==> config.mk <==
export PLATFORM = sky130hd
export DESIGN_NAME = greedy_prefix_load_partitioner
export DESIGN_NICKNAME = d
export VERILOG_FILES = /design/src/rtl/core/gplp_pkg.sv /design/src/rtl/core/gplp_cfg.sv /design/src/rtl/core/gplp_pick.sv /design/src/rtl/core/gplp_core.sv /design/src/rtl/core/greedy_prefix_load_partitioner.sv
export SDC_FILE = /design/constraint.sdc
export NUM_CORES = 2
export LEC_CHECK = 0
export ABC_CLOCK_PERIOD_IN_PS = 13600
export BUFFER_PORTS_ARGS = -buffer_cell sky130_fd_sc_hd__buf_2
export CORE_ASPECT_RATIO = 2
export CORE_MARGIN = 8
export CORE_UTILIZATION = 50
export CTS_BUF_LIST = sky130_fd_sc_hd__clkbuf_4 sky130_fd_sc_hd__clkbuf_8
export DETAILED_ROUTE_END_ITERATION = 8
export PLACE_DENSITY_LB_ADDON = 0.3
export SLEW_MARGIN = 20
export SYNTH_ARGS = -nofsm -noshare
export SYNTH_HDL_FRONTEND = slang
export SYNTH_SLANG_ARGS = --single-unit
==> constraint.sdc <==
create_clock -name clk -period 13.6 [get_ports clk]
set_clock_uncertainty 0.15 [all_clocks]
set_input_delay 1.36 -clock clk [delete_from_list [all_inputs] [get_ports clk]]
set_output_delay 1.36 -clock clk [all_outputs]
set_load 0.005 [all_outputs]
==> src/rtl/core/gplp_pkg.sv <==
// Shared types, register codes and arithmetic helpers of the load partitioner.
`default_nettype none
package gplp_pkg;

	localparam int MAX_PROCS_DEF = 64;
	localparam int ID_BITS_DEF   = 16;

	localparam int PROC_W   = 6;
	localparam int NPROC_W  = 7;
	localparam int MASK_W   = 64;
	localparam int LOAD_W   = 32;
	localparam int ACC_W    = 48;
	localparam int TGT_W    = 54;
	localparam int ERR_W    = 55;
	localparam int CNT_W    = 16;
	localparam int ID_W     = 16;
	localparam int CFG_IDX_W = 2;

	localparam logic [ACC_W-1:0] ACC_MAX = '1;

	typedef enum logic [CFG_IDX_W-1:0] {
		CFG_NUM_PROCS  = 2'd0,
		CFG_AVAIL_MASK = 2'd1,
		CFG_LOAD_SHARE = 2'd2,
		CFG_MAX_PIECES = 2'd3
	} cfg_idx_t;

	typedef struct packed {
		logic [NPROC_W-1:0] num_procs;
		logic [MASK_W-1:0]  available_mask;
		logic [ACC_W-1:0]   load_share;
		logic [CNT_W-1:0]   max_pieces;
	} cfg_t;

	typedef struct packed {
		logic              found;
		logic [PROC_W-1:0] proc;
	} pick_t;

	function automatic logic [ACC_W-1:0] sat48(input logic [ACC_W:0] v);
		return v[ACC_W] ? ACC_MAX : v[ACC_W-1:0];
	endfunction

	function automatic logic [ERR_W-1:0] absdiff(input logic [ERR_W-1:0] a,
		input logic [ERR_W-1:0] b);
		return (a >= b) ? (a - b) : (b - a);
	endfunction

endpackage
`default_nettype wire

==> src/rtl/core/gplp_cfg.sv <==
// Configuration register file of the load partitioner.
`default_nettype none
module gplp_cfg (
	input  wire logic                             clk,
	input  wire logic                             arst_n,
	input  wire logic                             wr_en,
	input  wire logic [gplp_pkg::CFG_IDX_W-1:0]   wr_index,
	input  wire logic [gplp_pkg::MASK_W-1:0]      wr_data,
	output gplp_pkg::cfg_t                        cfg
);
	import gplp_pkg::*;

	cfg_t cfg_q;

	always_ff @(posedge clk or negedge arst_n) begin
		if (!arst_n) begin
			cfg_q.num_procs      <= NPROC_W'(64);
			cfg_q.available_mask <= '1;
			cfg_q.load_share     <= '0;
			cfg_q.max_pieces     <= CNT_W'(1);
		end else if (wr_en) begin
			case (wr_index)
				CFG_NUM_PROCS:  cfg_q.num_procs      <= wr_data[NPROC_W-1:0];
				CFG_AVAIL_MASK: cfg_q.available_mask <= wr_data;
				CFG_LOAD_SHARE: cfg_q.load_share     <= wr_data[ACC_W-1:0];
				CFG_MAX_PIECES: cfg_q.max_pieces     <= wr_data[CNT_W-1:0];
				default:        cfg_q                <= cfg_q;
			endcase
		end
	end

	assign cfg = cfg_q;

endmodule
`default_nettype wire

==> src/rtl/core/gplp_pick.sv <==
// Lowest available processor at or above a start index.
`default_nettype none
module gplp_pick #(
	parameter int MAX_PROCS = gplp_pkg::MAX_PROCS_DEF
) (
	input  wire logic [gplp_pkg::MASK_W-1:0]  available_mask,
	input  wire logic [gplp_pkg::NPROC_W-1:0] num_procs,
	input  wire logic [gplp_pkg::NPROC_W-1:0] start,
	output gplp_pkg::pick_t                   pick
);
	import gplp_pkg::*;

	localparam logic [NPROC_W-1:0] MaxProcs = NPROC_W'(MAX_PROCS);

	logic [NPROC_W-1:0] limit;
	logic [MASK_W-1:0]  cand;
	logic [MASK_W-1:0]  lowest;
	logic [PROC_W-1:0]  idx;

	assign limit = (num_procs < MaxProcs) ? num_procs : MaxProcs;

	always_comb begin
		for (int i = 0; i < MASK_W; i++) begin
			cand[i] = available_mask[i] && (NPROC_W'(i) < limit) && (NPROC_W'(i) >= start);
		end
	end

	assign lowest = cand & (~cand + MASK_W'(1));

	always_comb begin
		idx = '0;
		for (int i = 0; i < MASK_W; i++) begin
			idx = idx | ({PROC_W{lowest[i]}} & PROC_W'(i));
		end
	end

	assign pick.found = |cand;
	assign pick.proc  = idx;

endmodule
`default_nettype wire

==> src/rtl/core/gplp_core.sv <==
// Partition state and the join-or-open decision for one piece.
`default_nettype none
module gplp_core #(
	parameter int MAX_PROCS = gplp_pkg::MAX_PROCS_DEF
) (
	input  wire logic                         clk,
	input  wire logic                         arst_n,
	input  gplp_pkg::cfg_t                    cfg,
	input  wire logic                         step,
	input  wire logic [gplp_pkg::LOAD_W-1:0]  load,
	input  wire logic                         first,
	output logic [gplp_pkg::PROC_W-1:0]       proc,
	output logic                              flagged
);
	import gplp_pkg::*;

	logic [PROC_W-1:0] cur_q;
	logic [CNT_W-1:0]  pieces_q;
	logic [ACC_W-1:0]  lb_q;
	logic [ACC_W-1:0]  lc_q;
	logic [TGT_W-1:0]  target_q;
	logic [ERR_W-1:0]  best_q;
	logic              run_q;
	logic              exh_q;

	logic               start_new;
	logic [ACC_W+1:0]   join_sum;
	logic [ERR_W-1:0]   join_err;
	logic               join_ok;
	logic               do_open;
	logic [ACC_W-1:0]   lb_open;
	logic [NPROC_W-1:0] start;
	pick_t              pick;
	logic [NPROC_W-1:0] proc_plus;
	logic [TGT_W-1:0]   target_open;
	logic [ACC_W:0]     open_sum;
	logic [ERR_W-1:0]   open_err;

	assign start_new = first || !run_q;
	assign join_sum  = {2'b0, lb_q} + {2'b0, lc_q} + (ACC_W+2)'(load);
	assign join_err  = absdiff(ERR_W'(join_sum), ERR_W'(target_q));
	assign join_ok   = !start_new && !exh_q && (pieces_q < cfg.max_pieces)
		&& (join_err < best_q);
	assign do_open   = start_new || (!exh_q && !join_ok);
	assign lb_open   = start_new ? '0 : sat48({1'b0, lb_q} + {1'b0, lc_q});
	assign start     = start_new ? '0 : (NPROC_W'(cur_q) + NPROC_W'(1));

	gplp_pick #(
		.MAX_PROCS (MAX_PROCS)
	) u_pick (
		.available_mask (cfg.available_mask),
		.num_procs      (cfg.num_procs),
		.start          (start),
		.pick           (pick)
	);

	assign proc_plus   = NPROC_W'(pick.proc) + NPROC_W'(1);
	assign target_open = TGT_W'(proc_plus * cfg.load_share);
	assign open_sum    = {1'b0, lb_open} + (ACC_W+1)'(load);
	assign open_err    = absdiff(ERR_W'(open_sum), ERR_W'(target_open));

	always_comb begin
		flagged = (!start_new && exh_q) || (do_open && !pick.found);
		if (flagged) begin
			proc = '0;
		end else if (do_open) begin
			proc = pick.proc;
		end else begin
			proc = cur_q;
		end
	end

	always_ff @(posedge clk or negedge arst_n) begin
		if (!arst_n) begin
			cur_q    <= '0;
			pieces_q <= '0;
			lb_q     <= '0;
			lc_q     <= '0;
			target_q <= '0;
			best_q   <= '0;
			run_q    <= 1'b0;
			exh_q    <= 1'b0;
		end else if (step) begin
			run_q <= 1'b1;
			if (do_open) begin
				lb_q  <= lb_open;
				exh_q <= !pick.found;
				if (pick.found) begin
					cur_q    <= pick.proc;
					pieces_q <= CNT_W'(1);
					lc_q     <= ACC_W'(load);
					target_q <= target_open;
					best_q   <= open_err;
				end
			end else if (join_ok) begin
				lc_q     <= sat48({1'b0, lc_q} + (ACC_W+1)'(load));
				pieces_q <= pieces_q + CNT_W'(1);
				best_q   <= join_err;
			end
		end
	end

endmodule
`default_nettype wire

==> src/rtl/core/greedy_prefix_load_partitioner.sv <==
// Top level of the greedy prefix-sum load partitioner.
//
// Pieces arrive on the input channel (in_valid/in_ready) in curve order, one
// transfer each. Every piece yields exactly one result transfer on the output
// channel (out_valid/out_ready) carrying its id, the chosen processor and an
// out_of_procs flag. A piece sits in an input register while the join-or-open
// decision is made, then lands in the result register, so both registers lie
// between an input transfer and its result transfer. While out_ready is high
// one piece per cycle is sustained; the rate is set by the combinational
// decision loop on the partition state (priority pick, 7x48 target multiply,
// absolute-difference compare). When out_ready is low the result holds, the
// input register fills, and in_ready drops until the result is taken; nothing
// is dropped. Reset clears the partition state and loads the default
// registers; the first piece after reset starts a run. Registers are written
// on the cfg channel (cfg_valid/cfg_ready, always ready) only while no piece is
// in flight, a rule for the user that the block itself does not enforce.
`default_nettype none
module greedy_prefix_load_partitioner #(
	parameter int MAX_PROCS = gplp_pkg::MAX_PROCS_DEF,
	parameter int ID_BITS   = gplp_pkg::ID_BITS_DEF
) (
	input  wire logic                             clk,
	input  wire logic                             arst_n,
	input  wire logic                             cfg_valid,
	output logic                                  cfg_ready,
	input  wire logic [gplp_pkg::CFG_IDX_W-1:0]   cfg_index,
	input  wire logic [gplp_pkg::MASK_W-1:0]      cfg_data,
	input  wire logic                             in_valid,
	output logic                                  in_ready,
	input  wire logic [gplp_pkg::LOAD_W-1:0]      piece_load,
	input  wire logic [gplp_pkg::ID_W-1:0]        object_id,
	input  wire logic                             first_piece,
	output logic                                  out_valid,
	input  wire logic                             out_ready,
	output logic [gplp_pkg::ID_W-1:0]             result_id,
	output logic [gplp_pkg::PROC_W-1:0]           assigned_proc,
	output logic                                  out_of_procs
);
	import gplp_pkg::*;

	localparam int IdW = (ID_BITS < ID_W) ? ID_BITS : ID_W;

	cfg_t              cfg_q;
	logic              in_fire;
	logic              res_load;
	logic              s1_valid_q;
	logic [LOAD_W-1:0] load_s1;
	logic [IdW-1:0]    id_s1;
	logic              first_s1;
	logic              out_valid_q;
	logic [IdW-1:0]    res_id_q;
	logic [PROC_W-1:0] res_proc_q;
	logic              res_flag_q;
	logic [PROC_W-1:0] dec_proc;
	logic              dec_flag;

	assign cfg_ready = 1'b1;

	gplp_cfg u_cfg (
		.clk      (clk),
		.arst_n   (arst_n),
		.wr_en    (cfg_valid && cfg_ready),
		.wr_index (cfg_index),
		.wr_data  (cfg_data),
		.cfg      (cfg_q)
	);

	assign res_load = s1_valid_q && (!out_valid_q || out_ready);
	assign in_ready = !s1_valid_q || res_load;
	assign in_fire  = in_valid && in_ready;

	always_ff @(posedge clk or negedge arst_n) begin
		if (!arst_n) begin
			s1_valid_q <= 1'b0;
		end else if (in_fire) begin
			s1_valid_q <= 1'b1;
		end else if (res_load) begin
			s1_valid_q <= 1'b0;
		end
	end

	always_ff @(posedge clk) begin
		if (in_fire) begin
			load_s1  <= piece_load;
			id_s1    <= IdW'(object_id);
			first_s1 <= first_piece;
		end
	end

	gplp_core #(
		.MAX_PROCS (MAX_PROCS)
	) u_core (
		.clk     (clk),
		.arst_n  (arst_n),
		.cfg     (cfg_q),
		.step    (res_load),
		.load    (load_s1),
		.first   (first_s1),
		.proc    (dec_proc),
		.flagged (dec_flag)
	);

	always_ff @(posedge clk or negedge arst_n) begin
		if (!arst_n) begin
			out_valid_q <= 1'b0;
		end else if (res_load) begin
			out_valid_q <= 1'b1;
		end else if (out_ready) begin
			out_valid_q <= 1'b0;
		end
	end

	always_ff @(posedge clk) begin
		if (res_load) begin
			res_id_q   <= id_s1;
			res_proc_q <= dec_proc;
			res_flag_q <= dec_flag;
		end
	end

	assign out_valid     = out_valid_q;
	assign result_id     = ID_W'(res_id_q);
	assign assigned_proc = res_proc_q;
	assign out_of_procs  = res_flag_q;

	a_flag_proc_zero: assert property (@(posedge clk) disable iff (!arst_n)
		out_valid && out_of_procs |-> assigned_proc == '0)
		else $error("flagged result carries a processor");

	a_proc_legal: assert property (@(posedge clk) disable iff (!arst_n)
		out_valid && !out_of_procs |->
			cfg_q.available_mask[assigned_proc] &&
			(NPROC_W'(assigned_proc) < cfg_q.num_procs))
		else $error("assigned processor not available");

	a_s1_drains: assert property (@(posedge clk) disable iff (!arst_n)
		s1_valid_q && !out_valid_q |=> out_valid_q)
		else $error("held piece not moved to result register");

endmodule
`default_nettype wire
======== After elaboration in Yosys (flattened, before gate mapping) ========
Cells that the tools add are included.
word-level totals
  bits of input ports ..................... 120
  flip-flop bits (word level) ............. 438
  logic and storage cells ................. 416
  output and inout port bits .............. 26
cells by class
  $add $sub $neg .......................... 13
  magnitude comparators ................... 133
  multiplexer cells ....................... 21
  bitwise gates (word level) .............. 64
  equality and inequality tests ........... 4
  multiply operators ...................... 1
  reductions and logical operators ........ 160
operators with widths
  operator                                                              count
  48-bit two-way mux                                                    6
  55-bit two-way mux                                                    5
  6-bit by 7-bit >= comparator with 1-bit output, first input constant  32
  6-bit by 7-bit < comparator with 1-bit output, first input constant   32
  6-bit OR                                                              32
  1-bit logical AND                                                     136
  5-bit by 7-bit >= comparator with 1-bit output, first input constant  16
  5-bit by 7-bit < comparator with 1-bit output, first input constant   16
  48-bit by 32-bit adder with 49-bit output                             2
  48-bit by 48-bit adder with 49-bit output                             2
  5-bit OR                                                              14
  64-bit by 1-bit adder with 64-bit output, second input constant       1
  64-bit bitwise AND                                                    1
  64-bit inverter                                                       1
  64-bit OR reduction                                                   1
  4-bit by 7-bit >= comparator with 1-bit output, first input constant  8
  4-bit by 7-bit < comparator with 1-bit output, first input constant   8
  55-bit < comparator                                                   1
  49-bit by 54-bit subtractor with 55-bit output                        1
  50-bit by 54-bit subtractor with 55-bit output                        1
  54-bit by 49-bit subtractor with 55-bit output                        1
  54-bit by 50-bit subtractor with 55-bit output                        1
  49-bit by 54-bit >= comparator with 1-bit output                      1
  50-bit by 54-bit >= comparator with 1-bit output                      1
  other kinds (33)                                                      76

======== Longest topological paths before layout ========
  depth in word-level cells ............... 76
  depth in mapped cells ................... 66
  depth with buffers taken out ............ 58

======== Cells and area by module ========
From an unflattened synthesis, not the netlist that was laid out.
second synthesis, totals
  cells, all modules ...................... 6510
  area total of the unflattened synthesis .. 54399.7 um^2
modules (own cells, without submodules)
  module                          cells each  area each (um^2)  sequential area each (um^2)  times used
  gplp_core                       5657        43566.8           5730.5                       1
  gplp_cfg                        287         5445.2            3460.8                       1
  gplp_pick                       484         3110.5            0.0                          1
  greedy_prefix_load_partitioner  82          2277.2            2212.1                       1

======== Least setup slack after synthesis ========
No wires, ideal clock.
  path kind ............................... register -> register
  start point ............................. reg u_core.cur_q[1]
  end point ............................... reg u_core.best_q[12]
  period minus slack after synthesis ...... 13.646 ns
  buffers on the path ..................... 8
  data arrival time ....................... 13.370 ns
  data required time ...................... 13.323 ns
  slack ................................... -0.046 ns
  library setup time ...................... 0.127 ns
  stages on the path, launching flop included .. 61
  cells stage by stage .................... dfrtp_1 -> ha_1 -> buf_6 -> and3_2 -> mux2_4 -> nor4_4 -> a32oi_1 -> o21ai_2 -> or3b_4 -> nor4_4 -> buf_6 -> nand4_1 -> o31ai_1 -> a211o_1 -> nor4_1 -> clkbuf_1 -> inv_1 -> ha_1 -> (+25 left out) -> a21oi_1 -> nor2_1 -> a211oi_1 -> o21ai_0 -> a221oi_1 -> a31oi_1 -> a221oi_1 -> a31oi_1 -> a31o_2 -> a21oi_1 -> o21ai_0 -> nand3_1 -> buf_4 -> buf_6 -> mux2_2 -> o21ai_1 -> mux2i_1 -> nand3_1
RTL lines
  item                    line             source
  start, declared         gplp_core.sv:17  logic [PROC_W-1:0] cur_q;
  start signal, assigned  gplp_core.sv:89  cur_q <= pick.proc;
  end signal, assigned    gplp_core.sv:93  best_q <= open_err;
  end signal, assigned    gplp_core.sv:98  best_q <= join_err;
  end, declared           gplp_core.sv:22  logic [ERR_W-1:0] best_q;

==> key figures <==
Die
  • Width of the chip: 244 um
  • Die extent in y: 473 um
  • Full die area: ~120000 um^2
  • Core area: roughly 100000 um^2
  • Ports: 146
  • Starting density of the core: 0.504
  • FP Rows: 167

Cells and area
  • Area Overhead vs Synth: 27.6%
  • Register Area: 11400 um^2
  • Fin cells: 9056
  • # fillers: 9173
  • Final-stage net count: 8485
  • Multi-input gate area: 37900 um^2
  • Final Util: 0.643
  • Ratio of cells with drive above 1 in the final layout: 0.271

Clock network
  • Reg clk slew, reported paths: 70 ps
  • CTS Sinks: between 400 and 500
  • CTS root buf: clkbuf_8
  • TritonCTS clock tree: yes
  • Hold buffers post-CTS: 0
  • Worst-case clock buffer depth: 3
  • Worst-Skew Late Latency: 790 ps
  • Htree depth: 3
  • Total CTS buffers: 70

Route
  • Overall routed net length: 221000 um
  • Vias: ~53000
  • DR pass1 iterations: 6
  • Number of vias per cell: 5.87
  • DRC: 0
  • WL/cell: 24.4 um
  • Initial DRC count: about 2800
  • Post-route ant nets: 0

STA
  • Slew Viols, Final: 0
  • Tmin final: 13220 ps
  • Setup TNS: 0 ps
  • Hold_ws: 251 ps
  • Setup-failing EPs final: 0
  • Worst-Margin Slew: 1210 ps
  • Max Freq: 0.0756 GHz
  • Rel. slew slack: 0.196
  • Crit share post-route: 0.972
  • Endpoints failing hold: 0

Logic synthesis
  • Share of the synthesized area in the top cell type: 0.144
  • Area contributors post-synth: dfrtp_1 14%, ha_1 12%, fa_1 9.1%
  • Cell Area, Synth: ~52000 um^2
  • Ys flop type: dfrtp_1
  • Ys async rst share: 0.836
  • Netlist cell types: 118
  • Most frequent cells after synthesis: 732 x inv_1, 609 x nand2_1, 531 x a21oi_1
  • Number of synthesized flops with an enable pin: 72
  • Cell count after synthesis: approximately 6400
  • Syn Area/Cell: ~8.2 um^2
  • Most common cell in the netlist: inv_1
  • Synth area leader: dfrtp_1
  • Syn. warnings: 0
  • Register area share after synthesis: 0.219
  • #FFs+latches synth: 438
  • Post-Syn Nets: 7234

Placed design
  • DPL Wire Length: 184000 um
  • Number of port buffers: 144
  • GP Congestion: roughly 1.1
  • Cell count after placement: a little under 9000

Critical path
  • Cell mode on critical path: buf_4
  • Crit path launch type: register
  • Crit-path slowest cell: fa_1
  • Crit path largest cell delay: 530 ps
  • CP Data Arrival Time: 13740 ps
  • Max FO, Critical Path: 7
  • CP Class: register to register
  • Endpoint class of the critical path: register
  • Worst Setup SP: u_core.cur_q[0]
  • Req. time, crit path: 14110 ps
  • R2r startpoint: u_core.cur_q[0]

Status
  • Outcome: finished, final reports clean

Global route
  • Grt total ovfl: 0
  • Pin count of the biggest net entering global routing: 89
  • First-pass GRT wire length: 325000 um
  • Initial antenna violation count: 13
  • Vias in the first global route: between 50000 and 60000
  • GRT Util Overall: 0.371

Worst hold path
  • Hold Crit Class: register to register
  • Hold Startpoint: id_s1[10]

Flow run
  • Max-cap violations: 0
-- path summary, 6_finish.rpt --
kind | end | slack, ps | cells past startpoint
setup / recovery | u_core.best_q[12] | 380 | 63
hold / removal | result_id[10] | 250 | 0
setup reg to reg | u_core.best_q[12] | 380 | 63
hold reg to reg | result_id[10] | 250 | 0
max in group asynchronous | u_core.target_q[46] | 10740 | 3
min in group asynchronous | u_core.pieces_q[5] | 450 | 1
-- per-stage QoR --
step	worst slack, ps	instance area, um^2
CTS	0.359	65300
finish	376	66500
detailed placement	-1410	63400
global placement	-1260	63400
global route	-127	66500
floorplan	122	52100
-- routing by layer --
metal | vias to the layer above | routed length (um) | global-route usage
met5 | - | 23 | 0
met4 | 4 | 26700 | 0.365
met3 | 926 | 9780 | 0.0535
met2 | 1717 | 115000 | 0.702
met1 | 25800 | 68900 | 0.323
li1 | 24700 | - | -
-- critical path, delay by kind of cell, from the launching register on --
family                   cells  cell delay, ps
AO/OA/AOI/OAI               12            2590
XOR/XNOR                     2             290
adder cells (fa/ha/maj)      7            2980
buffers and inverters       23            3030
flip-flops                   1             420
multiplexers                 3             790
AND/OR/NAND/NOR             16            2800
-- kinds of logic (layout without fill, tap and decap cells) --
kind of cell	Yosys count	after routing	synth area share
buffers and inverters	1015	2324	0.0755
adders and majority gates	721	721	0.207
other	1	3	0.0000719
muxes	250	250	0.0528
xor gates and xnor gates	321	321	0.0544
DFF	438	438	0.219
AOI/OAI and AO/OA	1830	1830	0.220
and+or+nand+nor	1817	1817	0.171
-- placed cells by master, fill, tap and decap left out, types with 97 or more instances in the layout --
cell type	n
buf_2	144
o21bai_1	97
inv_1	731
a21oi_1	507
nand3_1	115
o21ai_0	463
xor2_1	118
dfrtp_1	294
and2_1	118
nor3_1	112
xnor2_1	186
fa_1	235
mux2_2	176
buf_4	1254
a21o_1	221
nor2b_1	100
nor2_1	347
nand2_1	604
ha_1	476
-- area by class of cell --
class	count	share of cell area
well taps	1352	0.0254
multi-input cells	4940	0.570
clock buffers	99	0.0188
repair buffers	1461	0.169
inverters	733	0.0414
flip-flops and latches	438	0.172
clock inverters	31	0.00438
diodes	2	0.0000752
-- state kept, by name, indices dropped and copies added (netlist names) --
| register | flops |
|---|---|
| s1_valid_q | 1 |
| out_of_procs | 1 |
| u_core.lc_q | 48 |
| u_cfg.cfg | 135 |
| u_core.cur_q | 6 |
| u_core.best_q | 55 |
| id_s1 | 16 |
| u_core.target_q | 54 |
| u_core.exh_q | 1 |
| first_s1 | 1 |
| u_core.lb_q | 48 |
| out_valid | 1 |
| assigned_proc | 6 |
| load_s1 | 32 |
| u_core.run_q | 1 |
| result_id | 16 |
| u_core.pieces_q | 16 |
-- what timing repair did --
item / CTS / global route
gates cloned: 0 / 2
pin swaps: 12 / 74
resized for setup: 43 / 184
setup endpoints to repair: 194 / 235
buffers inserted: 11 / 47
Power is not shown: default switching activity piles up to over one toggle a cycle in this logic, so the estimate is an artifact.
